===== config.mk =====
export PLATFORM = sky130hd
export DESIGN_NAME = modbus_rtu_slave_frame_handler_top
export DESIGN_NICKNAME = d
export VERILOG_FILES = /design/src/rtl/mrtu_pkg.sv /design/src/rtl/mrtu_front.sv /design/src/rtl/mrtu_jobq.sv /design/src/rtl/mrtu_back.sv /design/src/rtl/modbus_rtu_slave_frame_handler_top.sv
export VERILOG_INCLUDE_DIRS = /design/src /design/src/rtl
export SDC_FILE = /design/constraint.sdc
export NUM_CORES = 2
export LEC_CHECK = 0
export BUFFER_PORTS_ARGS = -buffer_cell sky130_fd_sc_hd__buf_2
export CAP_MARGIN = 20
export CORE_MARGIN = 2
export CORE_UTILIZATION = 30
export CTS_CLUSTER_SIZE = 24
export DETAILED_ROUTE_END_ITERATION = 10
export PLACE_DENSITY = 0.44
export SETUP_SLACK_MARGIN = 0.02
export SYNTH_ARGS = -nofsm -noshare
export SYNTH_HDL_FRONTEND = slang
export SYNTH_SLANG_ARGS = --single-unit
export TNS_END_PERCENT = 5

===== constraint.sdc =====
create_clock -name clk -period 7.5 [get_ports clk]
set_input_delay 0.75 -clock clk [delete_from_list [all_inputs] [get_ports clk]]
set_output_delay 0.75 -clock clk [all_outputs]
set_load 0.02 [all_outputs]

===== src/rtl/modbus_rtu_slave_frame_handler_top_macros.svh =====
// ----------------------------------------------------------------------------
// Assertion macros for the Modbus RTU slave frame handler
// Shared property forms, clocked on clk and disabled in reset.
// ----------------------------------------------------------------------------
`ifndef MODBUS_RTU_SLAVE_FRAME_HANDLER_TOP_MACROS_SVH
`define MODBUS_RTU_SLAVE_FRAME_HANDLER_TOP_MACROS_SVH

// same-cycle implication
`define MRTU_ASSERT_NOW(lbl, ante, cons, msg) \
    lbl: assert property (@(posedge clk) disable iff (!rst_n) (ante) |-> (cons)) \
        else $error(msg);

// next-cycle implication
`define MRTU_ASSERT_NEXT(lbl, ante, cons, msg) \
    lbl: assert property (@(posedge clk) disable iff (!rst_n) (ante) |=> (cons)) \
        else $error(msg);

`endif


===== src/rtl/mrtu_pkg.sv =====
// ----------------------------------------------------------------------------
// mrtu_pkg
// Types, constants and the CRC-16 byte step shared by the frame handler.
// ----------------------------------------------------------------------------
package mrtu_pkg;

    localparam logic [15:0] CRC_INIT      = 16'hFFFF;
    localparam logic [15:0] CRC_POLY      = 16'hA001;
    localparam logic [7:0]  FN_WRITE_COIL = 8'h05;
    localparam logic [7:0]  FN_READ_HOLD  = 8'h03;
    localparam logic [15:0] COIL_ON_VAL   = 16'hFF00;
    localparam logic [15:0] COIL_OFF_VAL  = 16'h0000;
    localparam int          HDR_BYTES     = 6;

    // configuration register indexes
    localparam logic CFG_SLAVE_ADDR = 1'b0;
    localparam logic CFG_COIL_BASE  = 1'b1;

    // input item kinds
    localparam logic ACT_RX_BYTE  = 1'b0;
    localparam logic ACT_REG_WR   = 1'b1;

    // result kinds
    localparam logic KIND_TX    = 1'b0;
    localparam logic KIND_RELAY = 1'b1;

    typedef struct packed {
        logic               action;
        logic [7:0]         rx_byte;
        logic               end_of_frame;
        logic [5:0]         reg_index;
        logic signed [15:0] reg_value;
    } in_item_t;

    typedef struct packed {
        logic       kind;
        logic [7:0] tx_byte;
        logic       last;
        logic [2:0] relay_index;
        logic       relay_on;
    } out_item_t;

    typedef enum logic [1:0] {
        OP_WRITE = 2'd0,
        OP_COIL  = 2'd1,
        OP_READ  = 2'd2
    } op_t;

    // one unit of work handed from front to back
    typedef struct packed {
        op_t                  op;
        logic [5:0][7:0]      hdr;
        logic                 relay_ok;
        logic [2:0]           relay_idx;
        logic                 relay_on;
        logic [5:0]           wr_idx;
        logic [15:0]          wr_val;
    } job_t;

    // reflected CRC-16 over one byte
    function automatic logic [15:0] crc16_byte(input logic [15:0] c, input logic [7:0] b);
        logic [15:0] r;
        r = c ^ {8'h00, b};
        for (int k = 0; k < 8; k++)
        begin
            r = r[0] ? ((r >> 1) ^ CRC_POLY) : (r >> 1);
        end
        return r;
    endfunction

endpackage


===== src/rtl/mrtu_front.sv =====
// ----------------------------------------------------------------------------
// mrtu_front
// Takes input transactions, tracks the frame and CRC, classifies finished
// frames and queues the work for the back end.
// ----------------------------------------------------------------------------
module mrtu_front #(
    parameter int TABLE_DEPTH = 64,
    parameter int FRAME_BYTES = 64,
    parameter int MAX_READ    = 29,
    parameter int RELAY_COUNT = 8
) (
    input  logic              clk,
    input  logic              rst_n,
    input  logic              accept,
    input  mrtu_pkg::in_item_t item,
    input  logic [7:0]        own_addr,
    input  logic [15:0]       coil_base,
    output logic              job_push,
    output mrtu_pkg::job_t    job
);

    localparam int LW = $clog2(FRAME_BYTES + 2);

    logic [15:0]     crc_reg, crc_next, crc_upd;
    logic [LW-1:0]   len_reg, len_next, len_inc;
    logic [5:0][7:0] hdr_reg, hdr_new;
    logic [1:0][7:0] trl_reg, trl_new;
    logic [15:0]     rx_crc, addr, val, rel;
    logic            frame_ok, is_coil, is_read, byte_acc;

    assign byte_acc = accept && (item.action == mrtu_pkg::ACT_RX_BYTE);

    // per-byte frame update
    always_comb
    begin
        crc_upd = (len_reg >= LW'(2)) ? mrtu_pkg::crc16_byte(crc_reg, trl_reg[0]) : crc_reg;
        trl_new = {item.rx_byte, trl_reg[1]};
        hdr_new = hdr_reg;
        if (len_reg < LW'(mrtu_pkg::HDR_BYTES))
        begin
            hdr_new[len_reg[2:0]] = item.rx_byte;
        end
        len_inc = (len_reg <= LW'(FRAME_BYTES)) ? len_reg + LW'(1) : len_reg;
        crc_next = crc_reg;
        len_next = len_reg;
        if (byte_acc)
        begin
            crc_next = item.end_of_frame ? mrtu_pkg::CRC_INIT : crc_upd;
            len_next = item.end_of_frame ? '0 : len_inc;
        end
    end

    // frame classification at the last byte
    always_comb
    begin
        rx_crc   = {item.rx_byte, trl_reg[1]};
        addr     = {hdr_new[2], hdr_new[3]};
        val      = {hdr_new[4], hdr_new[5]};
        rel      = addr - coil_base;
        frame_ok = (len_inc >= LW'(mrtu_pkg::HDR_BYTES)) && (len_inc <= LW'(FRAME_BYTES))
                   && (rx_crc == crc_upd) && (hdr_new[0] == own_addr);
        is_coil  = hdr_new[1] == mrtu_pkg::FN_WRITE_COIL;
        is_read  = (hdr_new[1] == mrtu_pkg::FN_READ_HOLD) && (val != 16'd0)
                   && (val <= 16'(MAX_READ));

        job           = '0;
        job.hdr       = hdr_new;
        job.relay_ok  = (rel < 16'(RELAY_COUNT))
                        && ((val == mrtu_pkg::COIL_ON_VAL) || (val == mrtu_pkg::COIL_OFF_VAL));
        job.relay_idx = rel[2:0];
        job.relay_on  = val == mrtu_pkg::COIL_ON_VAL;
        job.wr_idx    = item.reg_index;
        job.wr_val    = item.reg_value;
        job_push      = 1'b0;
        if (accept && (item.action == mrtu_pkg::ACT_REG_WR))
        begin
            job.op   = mrtu_pkg::OP_WRITE;
            job_push = 11'(item.reg_index) < 11'(TABLE_DEPTH);
        end
        else if (is_coil)
        begin
            job.op   = mrtu_pkg::OP_COIL;
            job_push = byte_acc && item.end_of_frame && frame_ok;
        end
        else
        begin
            job.op   = mrtu_pkg::OP_READ;
            job_push = byte_acc && item.end_of_frame && frame_ok && is_read;
        end
    end

    // control state
    always_ff @(posedge clk or negedge rst_n)
    begin
        if (!rst_n)
        begin
            crc_reg <= mrtu_pkg::CRC_INIT;
            len_reg <= '0;
        end
        else
        begin
            crc_reg <= crc_next;
            len_reg <= len_next;
        end
    end

    // header and trailing bytes
    always_ff @(posedge clk)
    begin
        if (byte_acc)
        begin
            hdr_reg <= hdr_new;
            trl_reg <= trl_new;
        end
    end

endmodule


===== src/rtl/mrtu_jobq.sv =====
// ----------------------------------------------------------------------------
// mrtu_jobq
// Two-entry queue of jobs between the front and back ends.
// ----------------------------------------------------------------------------
module mrtu_jobq (
    input  logic           clk,
    input  logic           rst_n,
    input  logic           push,
    input  mrtu_pkg::job_t wdata,
    input  logic           pop,
    output mrtu_pkg::job_t rdata,
    output logic           q_empty,
    output logic           q_full
);

    mrtu_pkg::job_t slot_reg [2];
    logic           wptr_reg, rptr_reg;
    logic [1:0]     cnt_reg;
    logic           do_push, do_pop;

    assign q_empty = cnt_reg == 2'd0;
    assign q_full  = cnt_reg == 2'd2;
    assign do_push = push && !q_full;
    assign do_pop  = pop && !q_empty;
    assign rdata   = slot_reg[rptr_reg];

    // pointers and fill count
    always_ff @(posedge clk or negedge rst_n)
    begin
        if (!rst_n)
        begin
            wptr_reg <= 1'b0;
            rptr_reg <= 1'b0;
            cnt_reg  <= 2'd0;
        end
        else
        begin
            if (do_push)
            begin
                wptr_reg <= !wptr_reg;
            end
            if (do_pop)
            begin
                rptr_reg <= !rptr_reg;
            end
            cnt_reg <= cnt_reg + 2'(do_push) - 2'(do_pop);
        end
    end

    // storage
    always_ff @(posedge clk)
    begin
        if (do_push)
        begin
            slot_reg[wptr_reg] <= wdata;
        end
    end

endmodule


===== src/rtl/mrtu_back.sv =====
// ----------------------------------------------------------------------------
// mrtu_back
// Carries out queued jobs: holding register writes, coil echoes and register
// reads. Owns the register table and the result output register.
// ----------------------------------------------------------------------------
module mrtu_back #(
    parameter int TABLE_DEPTH = 64
) (
    input  logic               clk,
    input  logic               rst_n,
    input  logic               q_empty,
    input  mrtu_pkg::job_t     job,
    output logic               q_pop,
    output logic               clearing,
    output logic               empty,
    input  logic               pop,
    output mrtu_pkg::out_item_t out_item
);

    localparam int AW = (TABLE_DEPTH > 1) ? $clog2(TABLE_DEPTH) : 1;

    typedef enum logic [3:0] {
        S_CLEAR, S_IDLE, S_RELAY, S_HDR, S_RD_HEAD, S_RD_HI, S_RD_LO, S_CRC_LO, S_CRC_HI
    } state_t;

    state_t              state_reg, state_next;
    mrtu_pkg::job_t      job_reg, job_next;
    logic [6:0]          cnt_reg, cnt_next;
    logic [15:0]         crc_reg, crc_next;
    logic [16:0]         addr_reg, addr_next;
    logic [AW-1:0]       clr_reg, clr_next;
    logic                out_valid_reg, out_valid_next;
    mrtu_pkg::out_item_t out_reg, out_next;
    logic [15:0]         rdata_reg;
    logic                inrange_reg;
    logic [15:0]         mem [TABLE_DEPTH];
    logic                adv, emit, mem_we, mem_re;
    logic [AW-1:0]       wa;
    logic [15:0]         wd;
    logic [16:0]         ra;
    logic [7:0]          eb;
    logic [15:0]         rd_val;

    assign adv      = !out_valid_reg || pop;
    assign empty    = !out_valid_reg;
    assign out_item = out_reg;
    assign clearing = state_reg == S_CLEAR;
    assign rd_val   = inrange_reg ? rdata_reg : 16'd0;

    // job sequencing and result generation
    always_comb
    begin
        state_next = state_reg;
        job_next   = job_reg;
        cnt_next   = cnt_reg;
        crc_next   = crc_reg;
        addr_next  = addr_reg;
        clr_next   = clr_reg;
        out_next   = out_reg;
        q_pop      = 1'b0;
        emit       = 1'b0;
        mem_we     = 1'b0;
        mem_re     = 1'b0;
        wa         = AW'(job.wr_idx);
        wd         = job.wr_val;
        ra         = {1'b0, job.hdr[2], job.hdr[3]};
        eb         = 8'h00;
        out_valid_next = out_valid_reg && !pop;

        unique case (state_reg)
            S_CLEAR:
            begin
                mem_we   = 1'b1;
                wa       = clr_reg;
                wd       = 16'd0;
                clr_next = clr_reg + AW'(1);
                if (32'(clr_reg) == TABLE_DEPTH - 1)
                begin
                    state_next = S_IDLE;
                end
            end
            S_IDLE:
            begin
                if (!q_empty)
                begin
                    q_pop    = 1'b1;
                    job_next = job;
                    cnt_next = '0;
                    crc_next = mrtu_pkg::CRC_INIT;
                    unique case (job.op)
                        mrtu_pkg::OP_WRITE: mem_we = 1'b1;
                        mrtu_pkg::OP_COIL:  state_next = job.relay_ok ? S_RELAY : S_HDR;
                        mrtu_pkg::OP_READ:
                        begin
                            mem_re     = 1'b1;
                            addr_next  = ra;
                            state_next = S_RD_HEAD;
                        end
                        default: state_next = S_IDLE;
                    endcase
                end
            end
            S_RELAY:
            begin
                if (adv)
                begin
                    out_valid_next       = 1'b1;
                    out_next             = '0;
                    out_next.kind        = mrtu_pkg::KIND_RELAY;
                    out_next.relay_index = job_reg.relay_idx;
                    out_next.relay_on    = job_reg.relay_on;
                    state_next           = S_HDR;
                end
            end
            S_HDR:
            begin
                eb = job_reg.hdr[cnt_reg[2:0]];
                if (adv)
                begin
                    emit     = 1'b1;
                    cnt_next = cnt_reg + 7'd1;
                    if (cnt_reg == 7'(mrtu_pkg::HDR_BYTES - 1))
                    begin
                        state_next = S_CRC_LO;
                    end
                end
            end
            S_RD_HEAD:
            begin
                case (cnt_reg[1:0])
                    2'd0:    eb = job_reg.hdr[0];
                    2'd1:    eb = mrtu_pkg::FN_READ_HOLD;
                    default: eb = {job_reg.hdr[5][6:0], 1'b0};
                endcase
                if (adv)
                begin
                    emit     = 1'b1;
                    cnt_next = cnt_reg + 7'd1;
                    if (cnt_reg == 7'd2)
                    begin
                        cnt_next   = '0;
                        state_next = S_RD_HI;
                    end
                end
            end
            S_RD_HI:
            begin
                eb = rd_val[15:8];
                if (adv)
                begin
                    emit       = 1'b1;
                    state_next = S_RD_LO;
                end
            end
            S_RD_LO:
            begin
                eb = rd_val[7:0];
                ra = addr_reg + 17'd1;
                if (adv)
                begin
                    emit      = 1'b1;
                    mem_re    = 1'b1;
                    addr_next = ra;
                    cnt_next  = cnt_reg + 7'd1;
                    state_next = (cnt_reg + 7'd1 == job_reg.hdr[5][6:0]) ? S_CRC_LO : S_RD_HI;
                end
            end
            S_CRC_LO:
            begin
                if (adv)
                begin
                    out_valid_next   = 1'b1;
                    out_next         = '0;
                    out_next.tx_byte = crc_reg[7:0];
                    state_next       = S_CRC_HI;
                end
            end
            S_CRC_HI:
            begin
                if (adv)
                begin
                    out_valid_next   = 1'b1;
                    out_next         = '0;
                    out_next.tx_byte = crc_reg[15:8];
                    out_next.last    = 1'b1;
                    state_next       = S_IDLE;
                end
            end
            default: state_next = S_IDLE;
        endcase

        // plain response byte, folded into the response CRC
        if (emit)
        begin
            out_valid_next   = 1'b1;
            out_next         = '0;
            out_next.kind    = mrtu_pkg::KIND_TX;
            out_next.tx_byte = eb;
            crc_next         = mrtu_pkg::crc16_byte(crc_reg, eb);
        end
    end

    // state and registered outputs
    always_ff @(posedge clk or negedge rst_n)
    begin
        if (!rst_n)
        begin
            state_reg     <= S_CLEAR;
            clr_reg       <= '0;
            out_valid_reg <= 1'b0;
            out_reg       <= '0;
        end
        else
        begin
            state_reg     <= state_next;
            clr_reg       <= clr_next;
            out_valid_reg <= out_valid_next;
            out_reg       <= out_next;
        end
    end

    // payload registers
    always_ff @(posedge clk)
    begin
        job_reg  <= job_next;
        cnt_reg  <= cnt_next;
        crc_reg  <= crc_next;
        addr_reg <= addr_next;
    end

    // holding register table
    always_ff @(posedge clk)
    begin
        if (mem_we)
        begin
            mem[wa] <= wd;
        end
        if (mem_re)
        begin
            rdata_reg   <= mem[ra[AW-1:0]];
            inrange_reg <= ra < 17'(TABLE_DEPTH);
        end
    end

endmodule


===== src/rtl/modbus_rtu_slave_frame_handler_top.sv =====
// ----------------------------------------------------------------------------
// modbus_rtu_slave_frame_handler_top
// Modbus RTU slave: frame checking, coil writes and holding register reads.
// ----------------------------------------------------------------------------
// Each input transaction (a received byte or a local table write) is taken by
// the front end; finished frames and table writes pass through a two-entry
// job queue to the back end, which sends one result per cycle through its
// output register while pop is held and a job is in progress. A coil frame
// thus yields up to 9 results and a read frame 5 + 2*count results, one per
// cycle after the job start; full rises when the job queue holds two jobs or
// while the table is cleared. After reset the register table is cleared one
// entry a cycle, so the block reports full until the clear is done.
// ----------------------------------------------------------------------------
`include "modbus_rtu_slave_frame_handler_top_macros.svh"

module modbus_rtu_slave_frame_handler_top #(
    parameter int TABLE_DEPTH = 64,
    parameter int FRAME_BYTES = 64,
    parameter int MAX_READ    = 29,
    parameter int RELAY_COUNT = 8
) (
    input  logic                clk,
    input  logic                rst_n,
    input  logic                push,
    output logic                full,
    input  mrtu_pkg::in_item_t  in_item,
    output logic                empty,
    input  logic                pop,
    output mrtu_pkg::out_item_t out_item,
    input  logic                cfg_we,
    input  logic                cfg_index,
    input  logic [15:0]         cfg_data
);

    logic [7:0]     slave_addr_reg;
    logic [15:0]    coil_base_reg;
    logic           accept, job_push, q_pop, q_empty, q_full, clearing;
    mrtu_pkg::job_t job_in, job_out;

    assign full   = q_full || clearing;
    assign accept = push && !full;

    // configuration registers
    always_ff @(posedge clk or negedge rst_n)
    begin
        if (!rst_n)
        begin
            slave_addr_reg <= 8'd1;
            coil_base_reg  <= 16'd16;
        end
        else if (cfg_we)
        begin
            unique case (cfg_index)
                mrtu_pkg::CFG_SLAVE_ADDR: slave_addr_reg <= cfg_data[7:0];
                mrtu_pkg::CFG_COIL_BASE:  coil_base_reg  <= cfg_data;
            endcase
        end
    end

    mrtu_front #(
        .TABLE_DEPTH (TABLE_DEPTH),
        .FRAME_BYTES (FRAME_BYTES),
        .MAX_READ    (MAX_READ),
        .RELAY_COUNT (RELAY_COUNT)
    ) u_front (
        .clk       (clk),
        .rst_n     (rst_n),
        .accept    (accept),
        .item      (in_item),
        .own_addr  (slave_addr_reg),
        .coil_base (coil_base_reg),
        .job_push  (job_push),
        .job       (job_in)
    );

    mrtu_jobq u_jobq (
        .clk     (clk),
        .rst_n   (rst_n),
        .push    (job_push),
        .wdata   (job_in),
        .pop     (q_pop),
        .rdata   (job_out),
        .q_empty (q_empty),
        .q_full  (q_full)
    );

    mrtu_back #(
        .TABLE_DEPTH (TABLE_DEPTH)
    ) u_back (
        .clk      (clk),
        .rst_n    (rst_n),
        .q_empty  (q_empty),
        .job      (job_out),
        .q_pop    (q_pop),
        .clearing (clearing),
        .empty    (empty),
        .pop      (pop),
        .out_item (out_item)
    );

    // checks
    `MRTU_ASSERT_NOW(a_clear_blocks, clearing, full, "input taken during table clear")
    `MRTU_ASSERT_NOW(a_relay_not_last, !empty && (out_item.kind == mrtu_pkg::KIND_RELAY),
        !out_item.last && (out_item.tx_byte == 8'h00), "relay command ends a response")
    `MRTU_ASSERT_NEXT(a_no_lost_job, job_push && !q_full, !q_empty, "job dropped by queue")

endmodule


* Yosys cells after proc, flatten, opt, wreduce, memory -nomap -nowiden
Memories as Yosys holds them, arrays and structs flattened. A register that Yosys moved wholly into a read port is not among the register bits. Index checks and enable logic that the tools add are counted.
Word-level totals: register bits 233, memory bits (writable) 1178, output and inout port bits 16, logic and storage cells 247, memories 2
Memory list:
- u_back.mem | words 64, bits a word 16, read ports 1, clocked after Yosys merged registers in 1, write ports 1, RTL line mrtu_back.sv:36 | logic [15:0] mem [TABLE_DEPTH];
- u_jobq.slot_reg | words 2, bits a word 77, read ports 1, clocked after Yosys merged registers in 0, write ports 1, RTL line mrtu_jobq.sv:16 | mrtu_pkg::job_t slot_reg [2];
Operators by class: $add $sub $neg 7, $lt $le $gt $ge 11, equality and inequality tests 39, muxes and demuxes 85, bitwise operators 21, reduce and logical (&&, ||, !) cells 47
Operators with widths (count):
- 16-bit two-way mux | 23
- 17-bit two-way mux | 4
- 14-bit two-way mux | 4
- 48-bit bitwise mux | 1
- 48-bit two-way mux | 1
- 2-bit inverter with 3-bit output | 16
- 4-bit two-way mux | 11
- 7-bit two-way mux | 6
- 14-bit case mux with 3 select lines | 1
- 4-bit case mux with 9 select lines | 1
- 17-bit case mux with 2 select lines | 1
- 8-bit case mux with 4 select lines | 1
- 16-bit by 8-bit XOR with 16-bit output | 2
- 8-bit binary-select mux with 3-bit select | 1
- 8-bit demux with 3-bit select | 1
- 2-bit by 1-bit inequality test with 1-bit output, second input constant | 12
- 7-bit case mux with 3 select lines | 1
- 1-bit two-way mux | 18
- 17-bit by 1-bit adder with 17-bit output, second input constant | 1
- 17-bit by 7-bit less-than comparator with 1-bit output, second input constant | 1
- 16-bit == test | 1
- 16-bit == test, second input constant | 1
- 4-bit by 3-bit == test with 1-bit output, second input constant | 4
- 16-bit by 5-bit less-or-equal comparator with 1-bit output, second input constant | 1
- other kinds (49) | 96

* Depth between registers and ports, before layout
depth in word-level cells 28, gate-level depth with buffers 17, depth with buffers taken out 14

* Hierarchy
Synthesis repeated with hierarchy kept, for this count alone.
Second synthesis, totals: cells, all modules 4185, area total of the unflattened synthesis 58871.5 um^2
Modules (own cells, without submodules):
- mrtu_back | instances 1, cells an instance 3310, area each 46309.4 um^2, seq. area each 34648.2 um^2
- mrtu_jobq | instances 1, cells an instance 258, area each 5834.3 um^2, seq. area each 4724.5 um^2
- mrtu_front | instances 1, cells an instance 562, area each 5724.2 um^2, seq. area each 2517.4 um^2
- modbus_rtu_slave_frame_handler_top | instances 1, cells an instance 55, area each 1003.5 um^2, seq. area each 603.1 um^2

* Worst setup path after synthesis
OpenSTA, ideal clock, no wires.
path kind input to register, start in in_item[23] (netlist bit), end mem u_jobq.slot_reg[0][0] (netlist bit), enable pin, setup time 0.522 ns, data arrival time 6.105 ns, required time 6.978 ns, setup slack 0.873 ns, cell stages on the path 9, cells stage by stage or4_1 or3b_1 mux2i_1 and4b_1 nor3_1 nor4bb_1 o2111ai_1 o21bai_2 nor2b_1
On the way: cells in the longest elaborated chain, start to end 11
Ends and longest elaborated chain:
- start, declared | RTL line modbus_rtu_slave_frame_handler_top.sv:26 | input mrtu_pkg::in_item_t in_item,
- parallel branches: the longest is 6 deep, another holds 16-bit by 5-bit less-or-equal comparator with 1-bit output
- 1-bit two-way mux * | RTL line mrtu_front.sv:80 | else if (is_coil)
- 1-bit two-way mux * | RTL line mrtu_front.sv:75 | if (accept && (item.action == mrtu_pkg::ACT_REG_WR))
- 1-bit logical AND * | RTL line mrtu_jobq.sv:23 | assign do_push = push && !q_full;
- 1-bit two-way mux * | RTL line mrtu_jobq.sv:53 | if (do_push)
- 1-bit two-way mux (not written as such) * | RTL line mrtu_jobq.sv:55 | slot_reg[wptr_reg] <= wdata;
- end, declared | RTL line mrtu_jobq.sv:16
Mark *: on every way between the ends.

* Final worst setup path
start reg u_back.state_reg[1], end reg u_back.rdata_reg[8], read port of u_back.mem (data pin)
On the way: cells in the longest elaborated chain, start to end 2
Ends and longest elaborated chain:
- start, declared | RTL line mrtu_back.sv:26 | state_t state_reg, state_next;
- start signal, assigned | RTL line mrtu_back.sv:215 | state_reg <= state_next;
- 4-bit by 3-bit == test with 1-bit output / 4-bit by 1-bit == test with 1-bit output (equally long branches) | RTL line mrtu_back.sv:70 | unique case (state_reg)
- 1-bit case mux with 2 select lines / 17-bit two-way mux (equally long branches) | RTL line mrtu_back.sv:70
- end, declared | RTL line mrtu_back.sv:34 | logic [15:0] rdata_reg;
Parallel ways exist; a longest one is shown, timed or not. A chain may end at the register's enable or synchronous reset.

==> out/results.tsv <==
metric	value	unit
clock slew at reported path FFs	0.06	ns
Synth Area per Inst	18.82	sq um
max cap viols	0	
Data arrival, critical path	5.60	ns
drc violations	0	
Root Driver	clkbuf_16	
Post-synth ARST share	5.326	%
Worst Slack Setup Final	2.428	ns
leakage power	20.07	nW
Max VDD drop	0.0002395	V
First-pass DRT Iterations	5	
CP Data Required Time	8.02	ns
Crit Path Max Fanout	48	
crit start category	flop	
vias in the first global route	30308	
H-tree levels	4	
fmax	197.1	MHz
simple logic cell fraction of the synthesized area	3.637	%
Hold Fails Final Rpt	0	
Clock Skews	0.05114	ns
final instance count without filler cells	5951	
Area growth syn-to-layout	16.17	%
via count	29049	
Tightest Pin Transition	1.048	ns
Util after Layout	35.15	%
Top FF cell, synth	edfxtp_1	
grt ovf	0	
DIE WIDTH	445.2	um
CTS Buf Count	159	
EDFF count, synth	1351	
post-synth cell types	77	
TNS Setup	0	ns
drt initial violations	2264	
Power Dens Cells	240.0	mW/mm^2
CTS tree	built	
register area share after synthesis	72.78	%
slew margin rel.	29.90	%
Die Ht	445.2	um
Total GRT Usage	15.55	%
DR WL/cell	25.91	um
initial antenna violation count	3	
CORE AREA	0.1930	sq mm
crit share post-route	67.63	%
Rows	161	
first-pass GRT wire length	223200	um
Longest Clk Path Bufs	3	
post-synthesis mux area share	17.36	%
total wire length	154200	um
status	finished, final reports clean	
Slew Viols, Final	0	
Synth Area in Adders	0.5700	%
Yosys warning total	0	
max FFs per register	1024	
unrepaired setup endpoints after global routing	no	
HP Class	input pin to flop	
Synth Net Count	3183	
Antenna Violating Nets Remaining	0	
crit end category	flop	
nets	3387	
Synth Area in Compound Gates	2.700	%
#FFs+latches synth	1427	
main combinational cell family by area after synthesis	multiplexers	
Initial Util	30.25	%
largest net degree at the start of global routing	65	
Post-Syn Instances	3103	
fin crit period	5.072	ns
Total Power	16.28	mW
share of cells above drive strength 1	26.56	%
number of port buffers	69	
final setup violation count	0	
die area	0.1982	sq mm
placed cells	5665	
DP Worst Slack	2.258	ns
Placer Congestion	0.7696	
Crit Path Category	flop to flop	
Via density	4.881	
clk sinks	1427	
Netlist Area Pre-Place	0.05839	sq mm
Post-CTS Resized	0	
Skew-Pair Late Insertion Delay	0.80	ns
Post-Synth XOR/XNOR Area	1.509	%
I/O pin count	70	
DPL Wire Length	93790	um
-- cell usage in the layout (no fill, tap or decap), drive strengths merged, types with 11 or more instances in the layout --
cell / n
o22a: 17
a21oi: 67
dfrtp: 58
clkinv: 56
nand2: 85
nor2: 168
nor3: 30
mux4: 258
ha: 25
mux2: 122
xnor2: 44
a22oi: 17
nor2b: 18
inv: 63
nor4: 16
edfxtp: 1351
a31oi: 11
nand2b: 11
clkbuf: 205
nand4: 18
mux2i: 295
o21ai: 56
buf: 192
nand3: 34
xor2: 46
dfstp: 18
-- logic make-up after synthesis --
kind of cell,Yosys count
and+or+nand+nor,435
AOI/OAI and AO/OA,242
adders and majority gates,26
xor gates and xnor gates,94
buffers and inverters,204
muxes,675
DFF,1427
-- cell usage after synthesis, drive strengths merged (11+ instances only) --
cell type | n | area (sq um)
dfrtp | 58 | 1451
nor3 | 30 | 165.2
o22a | 17 | 148.9
nor4 | 16 | 136.4
nand2b | 11 | 68.82
mux4 | 258 | 5811
a22oi | 17 | 127.6
nand3 | 34 | 170.2
mux2i | 295 | 2953
nand2 | 85 | 321.6
xnor2 | 44 | 385.4
mux2 | 122 | 1374
nor2 | 168 | 638.1
clkbuf | 58 | 217.7
buf | 92 | 421.7
dfstp | 18 | 473.0
nand4 | 18 | 112.6
nor2b | 18 | 112.6
a21oi | 67 | 339.1
inv | 53 | 198.9
a31oi | 11 | 68.82
o21ai | 56 | 280.3
edfxtp | 1351 | 40570
ha | 25 | 312.8
xor2 | 46 | 402.9
-- final timing paths --
| check | cells past startpoint | from | endpoint | slack (ns) |
|---|---|---|---|---|
| worst max-delay path | 10 | u_back.state_reg[1] | u_back.rdata_reg[8] | 2.43 |
| worst min-delay path | 1 | in_item[10] | u_jobq.slot_reg[0][10] | 0.16 |
| worst max register to register | 10 | u_back.state_reg[1] | u_back.rdata_reg[8] | 2.43 |
| worst min register to register | 2 | u_back.out_item[10] | u_back.out_item[10] | 0.47 |
| max in group asynchronous | 3 | rst_n | u_jobq.rptr_reg | 5.84 |
| min in group asynchronous | 2 | rst_n | slave_addr_reg[7] | 0.44 |
-- routing by layer --
| layer | track usage (%) | share of wire, % | wire length, um | vias to the layer above |
|---|---|---|---|---|
| met4 | 3.987 | 1.9 | 2985 | 0 |
| met2 | 26.20 | 50 | 76770 | 500 |
| met1 | 21.05 | 45 | 69420 | 15485 |
| met3 | 2.240 | 3.2 | 5010 | 176 |
| met5 | 0 | 0 | 0 | - |
| li1 | - | - | - | 12888 |
-- metrics by stage --
stage	instance area, sq um	hold slack, ns
floorplan	58390	0.4427
global placement	62590	0.4545
detailed placement	62820	0.4672
CTS	67730	0.08849
global route	67820	0.1160
finish	67830	0.1593
-- what timing repair did --
action                                 4_1_cts  5_1_grt
buffers inserted                             0        0
endpoints found under the hold margin       27        0
hold buffers                                 1        0
-- cell type report --
class / count / area (sq um)
Antenna cell: 2 / 5.005
Clock buffer: 205 / 4263
Clock inverter: 72 / 644.4
Fill cell: 18112 / 125200
Inverter: 54 / 202.7
Multi-Input combinational cell: 1472 / 15450
Sequential cell: 1427 / 42500
Tap cell: 2526 / 3161
Timing Repair Buffer: 193 / 1602
-- critical path, stage by stage, from the launching register on --
cell	delay (ns)
dfrtp_1	0.56
nor2b_1	0.74
nand2_1	0.36
mux2_8	0.72
buf_12	0.38
buf_4	0.35
mux4_2	0.53
mux2i_1	0.23
mux2i_1	0.16
mux2i_1	0.43
mux2i_1	0.15
-- power by group --
part           internal [mW]  switching [mW]
Combinational         0.0810           0.122
Sequential              8.62          0.0148
Clock                   4.20            3.24
Total                   12.9            3.38
(Power assumes the default switching activity.)
